File: src/sv/mes_pkg.sv
// memory error statistics: shared types, event codes and constants
// used by mes_prep and memory_error_statistics_unit; no dependencies
package mes_pkg;

  typedef enum logic [1:0] {
    KIND_DATA   = 2'd0,
    KIND_ADDR   = 2'd1,
    KIND_ECC    = 2'd2,
    KIND_PARITY = 2'd3
  } kind_t;

  localparam int          DefDataWidth  = 32;
  localparam int          DefErrorLimit = 65535;

  localparam logic [3:0]  WIDE_STRIDE_TEST = 4'd7;
  localparam logic [3:0]  STRIDE_WIDE      = 4'd8;
  localparam logic [3:0]  STRIDE_NARROW    = 4'd4;
  localparam logic [19:0] PAGE_MAX         = 20'hFFFFF;
  localparam logic [11:0] OFFSET_MAX       = 12'hFFF;
  localparam logic [15:0] CORR_MAX         = 16'hFFFF;
  localparam logic [20:0] SUM_MAX          = 21'h1FFFFF;
  localparam logic [5:0]  BITS_RESET_MIN   = 6'd32;

  // event after decode, state-independent part
  typedef struct packed {
    kind_t       kind;
    logic [31:0] addr;
    logic [19:0] page;
    logic [11:0] offset;
    logic [31:0] pattern;
    logic [5:0]  nbits;
    logic [3:0]  stride;
    logic        corrected;
  } prep_t;

  // ones count of a 32-bit word, nibble at a time
  function automatic logic [5:0] popcount32(input logic [31:0] x);
    logic [5:0] acc;
    logic [2:0] nib;
    acc = 6'd0;
    for (int i = 0; i < 8; i++) begin
      nib = 3'(x[4*i]) + 3'(x[4*i+1]) + 3'(x[4*i+2]) + 3'(x[4*i+3]);
      acc = acc + 6'(nib);
    end
    return acc;
  endfunction

endpackage

File: src/sv/mes_prep.sv
// memory error statistics: event decode ahead of the input register
// page/offset split, pattern select and mask, bit count; uses mes_pkg
module mes_prep
  import mes_pkg::*;
#(
  parameter int DATA_WIDTH = DefDataWidth
) (
  input  logic [1:0]  kind,
  input  logic [31:0] word_address,
  input  logic [31:0] expected,
  input  logic [31:0] observed,
  input  logic [31:0] error_bits,
  input  logic [3:0]  test_index,
  output prep_t       prep
);

  localparam logic [31:0] PatMask =
    (DATA_WIDTH >= 32) ? 32'hFFFF_FFFF : 32'((64'd1 << DATA_WIDTH) - 64'd1);

  logic [31:0] pat_raw;
  logic [31:0] pat;

  always_comb begin
    pat_raw = (kind_t'(kind) == KIND_ADDR) ? (expected ^ observed) : error_bits;
    pat     = pat_raw & PatMask;

    prep.kind      = kind_t'(kind);
    prep.addr      = word_address;
    prep.pattern   = pat;
    prep.nbits     = popcount32(pat);
    prep.stride    = (test_index == WIDE_STRIDE_TEST) ? STRIDE_WIDE : STRIDE_NARROW;
    prep.corrected = (observed != 32'd0);

    if (kind_t'(kind) == KIND_ECC) begin
      // wide ecc page and offset clamp to field range
      prep.page   = (word_address > 32'(PAGE_MAX)) ? PAGE_MAX : word_address[19:0];
      prep.offset = (expected > 32'(OFFSET_MAX)) ? OFFSET_MAX : expected[11:0];
    end else begin
      prep.page   = word_address[31:12];
      prep.offset = word_address[11:0];
    end
  end

endmodule

File: src/sv/memory_error_statistics_unit.sv
// memory error statistics, summary mode: top level
// input register, statistics update and result register; uses mes_pkg, mes_prep
//
// Usage:
//   in_* carries one memory error event per beat (kind, address, expected,
//   observed, error bits, test index). Each event yields exactly one result
//   beat on out_*: a changed flag and every running statistic after the
//   event has been folded in.
//   On the way from input beat to result beat, the event is decoded
//   (page/offset, pattern, bit count) into an input register, then compared
//   against the statistics registers, which update as the result register
//   loads. Throughput is one event per cycle while out_stall is low; the
//   single update stage holds the whole read-modify-write of the statistics.
//   When out_stall is high with a result waiting, the result holds, one more
//   event waits in the input register, and in_stall rises after that.
//   Synchronous reset (rst_n low) empties both registers and returns the
//   statistics to their initial values: lowest page/offset all ones,
//   fewest bits 32, run length 1, everything else zero.
module memory_error_statistics_unit
  import mes_pkg::*;
#(
  parameter int DATA_WIDTH  = DefDataWidth,
  parameter int ERROR_LIMIT = DefErrorLimit
) (
  input  logic        clk,
  input  logic        rst_n,

  input  logic        in_valid,
  output logic        in_stall,
  input  logic [1:0]  in_kind,
  input  logic [31:0] in_word_address,
  input  logic [31:0] in_expected,
  input  logic [31:0] in_observed,
  input  logic [31:0] in_error_bits,
  input  logic [3:0]  in_test_index,

  output logic        out_valid,
  input  logic        out_stall,
  output logic        out_changed,
  output logic [15:0] out_total_errors,
  output logic [15:0] out_corrected_count,
  output logic [19:0] out_lowest_page,
  output logic [11:0] out_lowest_offset,
  output logic [19:0] out_highest_page,
  output logic [11:0] out_highest_offset,
  output logic [31:0] out_failing_mask,
  output logic [20:0] out_bits_total,
  output logic [5:0]  out_fewest_bits,
  output logic [5:0]  out_most_bits,
  output logic [15:0] out_longest_run
);

  localparam logic [15:0] Limit = 16'(ERROR_LIMIT);

  prep_t prep;
  prep_t ev_r;
  logic  ev_valid_r;
  logic  out_valid_r;
  logic  adv;
  logic  fire;
  logic  in_fire;

  // statistics
  logic [15:0] cnt_r,      cnt_nxt;
  logic [15:0] corr_r,     corr_nxt;
  logic [19:0] lo_page_r,  lo_page_nxt;
  logic [11:0] lo_off_r,   lo_off_nxt;
  logic [19:0] hi_page_r,  hi_page_nxt;
  logic [11:0] hi_off_r,   hi_off_nxt;
  logic [31:0] mask_r,     mask_nxt;
  logic [20:0] sum_r,      sum_nxt;
  logic [5:0]  fewest_r,   fewest_nxt;
  logic [5:0]  most_r,     most_nxt;
  logic [15:0] run_r,      run_nxt;
  logic [15:0] max_run_r,  max_run_nxt;
  logic [31:0] last_r,     last_nxt;
  logic        changed_nxt;

  // result register payload
  logic        res_changed_r;
  logic [15:0] res_cnt_r;
  logic [15:0] res_corr_r;
  logic [19:0] res_lo_page_r;
  logic [11:0] res_lo_off_r;
  logic [19:0] res_hi_page_r;
  logic [11:0] res_hi_off_r;
  logic [31:0] res_mask_r;
  logic [20:0] res_sum_r;
  logic [5:0]  res_fewest_r;
  logic [5:0]  res_most_r;
  logic [15:0] res_max_run_r;

  logic [21:0] sum_wide;
  logic        adjacent;

  mes_prep #(
    .DATA_WIDTH (DATA_WIDTH)
  ) u_prep (
    .kind         (in_kind),
    .word_address (in_word_address),
    .expected     (in_expected),
    .observed     (in_observed),
    .error_bits   (in_error_bits),
    .test_index   (in_test_index),
    .prep         (prep)
  );

  assign adv      = !out_valid_r || !out_stall;
  assign fire     = ev_valid_r && adv;
  assign in_stall = ev_valid_r && !adv;
  assign in_fire  = in_valid && !in_stall;

  always_comb begin
    cnt_nxt      = (cnt_r < Limit) ? cnt_r + 16'd1 : cnt_r;
    corr_nxt     = corr_r;
    lo_page_nxt  = lo_page_r;
    lo_off_nxt   = lo_off_r;
    hi_page_nxt  = hi_page_r;
    hi_off_nxt   = hi_off_r;
    mask_nxt     = mask_r;
    sum_nxt      = sum_r;
    fewest_nxt   = fewest_r;
    most_nxt     = most_r;
    run_nxt      = run_r;
    max_run_nxt  = max_run_r;
    last_nxt     = last_r;
    changed_nxt  = 1'b0;
    sum_wide     = 22'(sum_r) + 22'(ev_r.nbits);
    adjacent     = (ev_r.addr == last_r + 32'(ev_r.stride)) ||
                   (ev_r.addr == last_r - 32'(ev_r.stride));

    if (ev_r.kind != KIND_PARITY) begin
      if (ev_r.kind == KIND_ECC && ev_r.corrected && corr_r != CORR_MAX) begin
        corr_nxt = corr_r + 16'd1;
      end
      if (ev_r.page < lo_page_r) begin
        lo_page_nxt = ev_r.page;
        changed_nxt = 1'b1;
      end
      if (ev_r.offset < lo_off_r) begin
        lo_off_nxt  = ev_r.offset;
        changed_nxt = 1'b1;
      end
      if (ev_r.page > hi_page_r) begin
        hi_page_nxt = ev_r.page;
        changed_nxt = 1'b1;
      end
      if (ev_r.offset > hi_off_r) begin
        hi_off_nxt  = ev_r.offset;
        changed_nxt = 1'b1;
      end
      // total only grows while the count is short of the limit
      if (cnt_nxt < Limit) begin
        sum_nxt = sum_wide[21] ? SUM_MAX : sum_wide[20:0];
      end
      if (ev_r.nbits > most_r) begin
        most_nxt    = ev_r.nbits;
        changed_nxt = 1'b1;
      end
      if (ev_r.nbits < fewest_r) begin
        fewest_nxt  = ev_r.nbits;
        changed_nxt = 1'b1;
      end
      // flag on any difference, even with no new bit
      if ((mask_r ^ ev_r.pattern) != 32'd0) begin
        changed_nxt = 1'b1;
      end
      mask_nxt = mask_r | ev_r.pattern;
      if (adjacent) begin
        run_nxt = (run_r < Limit) ? run_r + 16'd1 : run_r;
      end else begin
        run_nxt = 16'd1;
      end
      if (run_nxt > max_run_r) begin
        max_run_nxt = run_nxt;
        changed_nxt = 1'b1;
      end
      last_nxt = ev_r.addr;
    end
  end

  // control and statistics
  always_ff @(posedge clk) begin
    if (!rst_n) begin
      ev_valid_r  <= 1'b0;
      out_valid_r <= 1'b0;
      cnt_r       <= 16'd0;
      corr_r      <= 16'd0;
      lo_page_r   <= PAGE_MAX;
      lo_off_r    <= OFFSET_MAX;
      hi_page_r   <= 20'd0;
      hi_off_r    <= 12'd0;
      mask_r      <= 32'd0;
      sum_r       <= 21'd0;
      fewest_r    <= BITS_RESET_MIN;
      most_r      <= 6'd0;
      run_r       <= 16'd1;
      max_run_r   <= 16'd0;
      last_r      <= 32'd0;
    end else begin
      if (!ev_valid_r || adv) begin
        ev_valid_r <= in_valid;
      end
      if (adv) begin
        out_valid_r <= ev_valid_r;
      end
      if (fire) begin
        cnt_r      <= cnt_nxt;
        corr_r     <= corr_nxt;
        lo_page_r  <= lo_page_nxt;
        lo_off_r   <= lo_off_nxt;
        hi_page_r  <= hi_page_nxt;
        hi_off_r   <= hi_off_nxt;
        mask_r     <= mask_nxt;
        sum_r      <= sum_nxt;
        fewest_r   <= fewest_nxt;
        most_r     <= most_nxt;
        run_r      <= run_nxt;
        max_run_r  <= max_run_nxt;
        last_r     <= last_nxt;
      end
    end
  end

  // payload registers
  always_ff @(posedge clk) begin
    if (in_fire) begin
      ev_r <= prep;
    end
    if (fire) begin
      res_changed_r  <= changed_nxt;
      res_cnt_r      <= cnt_nxt;
      res_corr_r     <= corr_nxt;
      res_lo_page_r  <= lo_page_nxt;
      res_lo_off_r   <= lo_off_nxt;
      res_hi_page_r  <= hi_page_nxt;
      res_hi_off_r   <= hi_off_nxt;
      res_mask_r     <= mask_nxt;
      res_sum_r      <= sum_nxt;
      res_fewest_r   <= fewest_nxt;
      res_most_r     <= most_nxt;
      res_max_run_r  <= max_run_nxt;
    end
  end

  assign out_valid           = out_valid_r;
  assign out_changed         = res_changed_r;
  assign out_total_errors    = res_cnt_r;
  assign out_corrected_count = res_corr_r;
  assign out_lowest_page     = res_lo_page_r;
  assign out_lowest_offset   = res_lo_off_r;
  assign out_highest_page    = res_hi_page_r;
  assign out_highest_offset  = res_hi_off_r;
  assign out_failing_mask    = res_mask_r;
  assign out_bits_total      = res_sum_r;
  assign out_fewest_bits     = res_fewest_r;
  assign out_most_bits       = res_most_r;
  assign out_longest_run     = res_max_run_r;

  // parity beats never report a change
  a_parity_quiet: assert property (@(posedge clk) disable iff (!rst_n)
    fire && ev_r.kind == KIND_PARITY |=> !res_changed_r)
    else $error("parity event flagged a change");

  // failing mask only gains bits
  a_mask_grows: assert property (@(posedge clk) disable iff (!rst_n)
    fire |=> (mask_r & $past(mask_r)) == $past(mask_r))
    else $error("failing mask lost a bit");

  // event count never decreases and stays within limit
  a_count_mono: assert property (@(posedge clk) disable iff (!rst_n)
    fire |=> cnt_r >= $past(cnt_r) && cnt_r <= Limit)
    else $error("event count went backward or past limit");

  // after a non-parity event the longest run is at least one
  a_run_set: assert property (@(posedge clk) disable iff (!rst_n)
    fire && ev_r.kind != KIND_PARITY |=> max_run_r != 16'd0 && max_run_r >= run_r)
    else $error("longest run not tracking current run");

  // result register takes a new value only when it is free or taken
  a_result_hold: assert property (@(posedge clk) disable iff (!rst_n)
    out_valid_r && out_stall |=> $stable(res_cnt_r) && $stable(res_mask_r))
    else $error("result changed while stalled");

endmodule

File: config.mk
export PLATFORM = sky130hd
export DESIGN_NAME = memory_error_statistics_unit
export DESIGN_NICKNAME = d
export VERILOG_FILES = /design/src/sv/mes_pkg.sv /design/src/sv/mes_prep.sv /design/src/sv/memory_error_statistics_unit.sv
export SDC_FILE = /design/constraint.sdc
export NUM_CORES = 1
export LEC_CHECK = 0
export ABC_CLOCK_PERIOD_IN_PS = 18800
export BUFFER_PORTS_ARGS = -buffer_cell sky130_fd_sc_hd__buf_2
export CORE_MARGIN = 2
export CORE_UTILIZATION = 55
export CTS_BUF_LIST = sky130_fd_sc_hd__clkbuf_8
export DETAILED_ROUTE_END_ITERATION = 10
export PLACE_DENSITY = 0.87
export SLEW_MARGIN = 25
export SYNTH_ARGS = -nofsm -noshare
export SYNTH_HDL_FRONTEND = slang
export SYNTH_SLANG_ARGS = --single-unit
File: constraint.sdc
create_clock -name clk -period 18.8 [get_ports clk]
set_input_delay 2.82 -clock clk [delete_from_list [all_inputs] [get_ports clk]]
set_output_delay 2.82 -clock clk [all_outputs]
set_load 0.05 [all_outputs]
After elaboration in Yosys (flattened, before gate mapping)
Index checks and enable logic that the tools add are counted.

Add/sub/neg operators: 37. $lt $le $gt $ge: 12. Eq/ne operators: 8. Multiplexer cells: 37. Bitwise gates (word level): 3. Reduce and logical (&&, ||, !) cells: 16.

Operators with widths (number): 2-to-1 mux 16 bit (8); 2-to-1 mux 20 bit (5); 2-to-1 mux 32 bit (3); equality test 32 bit (2); nonzero test 32 bit (2); bitwise XOR 32 bit (2); 2-to-1 mux 21 bit (3); 2-to-1 mux 12 bit (5); adder 16 x 1 -> 16 bit (second input constant) (3); adder 3 x 1 -> 3 bit (16); less-than comparator 16 bit (second input constant) (3); adder 6 x 3 -> 6 bit (6); adder 32 x 4 -> 32 bit (1); greater-than comparator 32 x 12 -> 1 bit (second input constant) (1); greater-than comparator 32 x 20 -> 1 bit (second input constant) (1); OR 32 bit (1); subtractor 32 x 4 -> 32 bit (1); 2-to-1 mux 6 bit (4); adder 21 x 6 -> 22 bit (1); greater-than comparator 20 bit (1); less-than comparator 20 bit (1); adder 1 x 1 -> 2 bit (8); greater-than comparator 16 bit (1); inequality test 16 bit (second input constant) (1); 15 further kinds (33).

Register bits: 514. Input bits: 138. Output and inout port bits: 180. Word-level logic and storage cells: 148.

Logic depth before layout (Yosys ltp)
Word-level depth: 12. Gate-level depth with buffers: 26. Mapped depth without buffers: 22.

By module
From an unflattened synthesis, not the netlist that was laid out.

Cells, all modules: 2825. Area, all modules: 28234.6 um^2.

Modules (own cells, without submodules): memory_error_statistics_unit (times used 1, cells an instance 2510, area each 25829.8 um^2, seq. area each 13162.6 um^2); mes_prep (times used 1, cells an instance 315, area each 2404.8 um^2, seq. area each 0.0 um^2).

Worst setup path after synthesis
OpenSTA, ideal clock, no wires.

Path kind: in2reg. Start point: input port out_stall. End point: register sum_r[14]. Library setup time: 0.420 ns. Arrival: 8.723 ns. Required time: 18.380 ns. Setup slack: 9.657 ns. Cell stages on the path: 6. Path buffers: 2. Path through: nand2_1 > nand2_1 > inv_1 > clkbuf_1 > clkbuf_1 > a311oi_1.

Longest elaborated chain between the ends: 3.

Ends and longest elaborated chain: from (decl) (RTL line memory_error_statistics_unit.sv:38) `input logic out_stall,`; logical NOT 1 bit (RTL line memory_error_statistics_unit.sv:108) `assign adv = !out_valid_r || !out_stall;`; logical OR 1 bit (RTL line memory_error_statistics_unit.sv:108); logical AND 1 bit (RTL line memory_error_statistics_unit.sv:109) `assign fire = ev_valid_r && adv;`; via fire (RTL line memory_error_statistics_unit.sv:60) `logic fire;`; to (signal assigned) (RTL line memory_error_statistics_unit.sv:215) `sum_r <= sum_nxt;`; to (decl) (RTL line memory_error_statistics_unit.sv:71) `logic [20:0] sum_r, sum_nxt;`.

The timed path passes the listed nets, and every way through them passes these cells. A chain may end at the register's enable or synchronous reset.

==> flow_summary.json <==
{
  "clock_latency_ns": 0.67,
  "synth_cell_types": 90,
  "post_cts_buffers": 0,
  "critPathLaunchType": "input port",
  "clock_sinks": 512,
  "fp.dieH_um": 228,
  "synth_top_area_share_pct": 31.1,
  "antenna_found_initial": 2,
  "crit_path_max_incr_delay_ns": 0.76,
  "cpLargestDelayFamily": "adder cells",
  "synth_cells": 2809,
  "nFillCells": 3925,
  "area_growth_pct": 12.9,
  "yosysMostFrequentCell": "nand2_1",
  "period_minus_slack_ns": 8.41,
  "stdcell_area_um2": 31100,
  "clockBufferDepth": 3,
  "fmax_ghz": 0.119,
  "maxCapViolations": 0,
  "status": "completed",
  "path_buf_inv": 4,
  "numCtsBuffers": 84,
  "fin_ws_ns": 10.40,
  "fin_skew_ns": 0.0284,
  "cts_tree": "yes",
  "ir_worst_vdd_mv": 0.0955,
  "cts_resized": 0,
  "crit_type": "in -> reg",
  "placementRows": 82,
  "syn-cell-area_um2": 27500,
  "worst_pin_slew_ns": 1.00,
  "overflow": 0,
  "slew_headroom_pct": 32.5,
  "drive_above_1_share_pct": 16.3,
  "synth-seq-area-share_pct": 47.6,
  "grt_use_total_pct": 27.3,
  "cts_max_level": 3,
  "clk_pin_slew_ns": 0.06,
  "placed_area_um2": 29500,
  "cts-hold-fix-buffers": 0,
  "ys.flop_type": "edfxtp_1",
  "grt_max_degree": 103,
  "postSynth.asyncResetShare_pct": 0,
  "routedWlPerCell_um": 18.7,
  "die_w_um": 228,
  "drt-initial-drc-count": 2064,
  "dr.pass1.iters": 6,
  "arrival_ns": 8.82,
  "gp_congestion": 0.944,
  "yosys.area.top_type": "edfxtp_1",
  "wl_um": 71600,
  "synth_area_leaders": "edfxtp_1 (31%), dfxtp_1 (16%), ha_1 (7.4%)",
  "p_leak_nw": 12.7,
  "slew_viol_final": 0,
  "required_ns": 19.21,
  "fin_crit_sh_pct": 44.7,
  "rsz0062_at_grt": "no",
  "ant_nets": 0,
  "dr_total_vias": 22100,
  "dieArea_um2": 51900,
  "yosysWarnings": 0,
  "synthTopCellsByCount": "nand2_1 (312), edfxtp_1 (285), inv_1 (243), dfxtp_1 (227), nor2_1 (225)",
  "synth_fp_nets": 3135,
  "drc": 0,
  "place_ws_ns": 9.74,
  "start_util_pct": 55.4,
  "grt_pass1_vias": 20900,
  "cp_cell_sequence": "buf_2, nand2b_2, o21ai_0, ha_1, inv_1, fa_1, inv_1, ha_1, fa_1, xnor2_1, fa_1, inv_1, fa_1, fa_1, fa_1, fa_1, a21o_1, a21oi_1, xnor2_1",
  "synth_edf_count": 285,
  "io_buffers": 317,
  "path_max_fanout": 64,
  "cp_slowest_cell": "nand2b_2",
  "power_density_nw_per_um2": 99.5,
  "syn_avg_cell_area_um2": 9.81,
  "setup_tns_ns": 0,
  "cts_root_buf": "clkbuf_8",
  "ys_ff_latch": 512,
  "setup-violations-final": 0,
  "dp.final_hpwl_um": 52100,
  "avgViaCountPerCell": 5.79,
  "worst_setup_path_end_kind": "flop",
  "layout.nets": 3402,
  "power_mw": 3.09,
  "io_pins": 318,
  "core-area_um2": 49800,
  "cpMostUsedCell": "fa_1",
  "hold_viol": 0,
  "hold_class": "reg -> reg",
  "grt_pass1_wl_um": 113000
}
==> through the flow <==
stage	utilization [%]	cells	hold WS, ns
global route	62.5	3820	0.481
finish	62.5	3821	0.464
floorplan	-	2809	0.438
detailed placement	59.3	3662	0.453
CTS	62.5	3819	0.462
global placement	59.3	3662	0.445
==> power breakdown <==
part / total (mW) / internal [mW] / switching (mW) / leakage, nW
sequential: 1.36 / 1.30 / 0.0615 / 4.52
combinational: 0.825 / 0.311 / 0.514 / 7.30
clock: 0.910 / 0.458 / 0.452 / 0.916
==> path summary, 6_finish.rpt <==
kind	cells past startpoint	endpoint	slack, ns	from
hold reg to reg	2	hi_page_r[9]$_SDFFE_PN0P_	0.46	hi_page_r[9]$_SDFFE_PN0P_
setup reg to reg	22	max_run_r[4]$_SDFFE_PN0P_	12.63	ev_r[4]$_DFFE_PP_
setup / recovery	19	ev_r[10]$_DFFE_PP_	10.40	in_kind[1]
hold / removal	2	hi_page_r[9]$_SDFFE_PN0P_	0.46	hi_page_r[9]$_SDFFE_PN0P_
==> worst reg2reg max path, stage by stage, from the launching register on <==
cell and delay, ns:
edfxtp_1 0.44, inv_1 0.14, ha_1 0.26, nor2b_1 0.18, nor3_1 0.44, mux2_2 0.40
mux2i_1 0.16, a22oi_1 0.15, or4b_1 0.57, nor4_2 0.34, a32oi_2 0.16, buf_4 0.29
nor2_1 0.18, ha_1 0.25, a21o_1 0.16, a21o_1 0.17, a211o_1 0.28, a21oi_1 0.14
o211ai_1 0.15, and3_1 0.26, nor2_1 0.71, nand2_1 0.16, o31ai_2 0.09
==> state kept, by name (all words and copies together), names as in the netlist, 12 cells and up <==
register	cells
out_corrected_count	16
ev_r	107
last_r	32
out_longest_run	16
mask_r	32
out_failing_mask	32
hi_off_r	12
corr_r	16
run_r	16
out_bits_total	21
out_lowest_offset	12
hi_page_r	20
lo_page_r	20
lo_off_r	12
out_total_errors	16
max_run_r	16
sum_r	21
out_lowest_page	20
cnt_r	16
out_highest_offset	12
out_highest_page	20
==> placed cells by master, fill, tap and decap left out, types with 9 or more instances in the layout <==
master,count
mux2_2,15
clkinv_2,15
ha_1,163
or3_1,15
and3_1,29
nand3_1,83
buf_4,19
o21a_1,11
a31oi_1,19
o41a_1,20
xnor2_1,96
and2_1,10
edfxtp_1,285
mux2i_1,56
a21o_1,33
o21ai_0,147
o2111ai_1,9
buf_2,316
nand2_1,309
nor2b_1,11
clkinv_1,14
a21oi_1,125
o22a_1,34
fa_1,25
xor2_1,55
clkbuf_8,90
a211oi_1,63
o211ai_1,17
inv_1,273
nand2b_1,15
nand4_1,41
nor3_1,54
nor4_1,42
nor2_1,223
o31ai_1,32
dfxtp_1,227
==> cell type report <==
cell class	count	area, µm²	area share, %
Clock buffer	90	1240	3.98
Sequential cell	512	13100	42.1
Clock inverter	67	322	1.03
Timing Repair Buffer	336	1740	5.58
Inverter	244	926	2.98
Antenna cell	2	5.00	0.0161
Multi-Input combinational cell	1898	12900	41.6
Tap cell	672	841	2.70
==> cells by family (layout without fill, tap and decap cells) <==
logic type	count (synthesis)	in the layout	synth area share, %
xor gates and xnor gates	151	151	4.80
buffers and inverters	399	737	5.69
and+or+nand+nor	905	905	15.8
other	0	2	0
muxes	71	71	2.65
adders and majority gates	188	188	9.22
DFF	512	512	47.6
AOI/OAI and AO/OA	583	583	14.3
==> metal layers <==
metal  wire length (µm)  track usage [%]  part of all wire (%)  vias to the layer above
li1                   -                -                     -                    10600
met4               3690             15.0                   5.2                        0
met2              32900             43.5                    46                      956
met1              29700             35.3                    42                    10400
met3               5270             5.19                   7.4                      190
met5                  0                0                     0                        -
No activity file was read; power rests on OpenSTA's default activity.
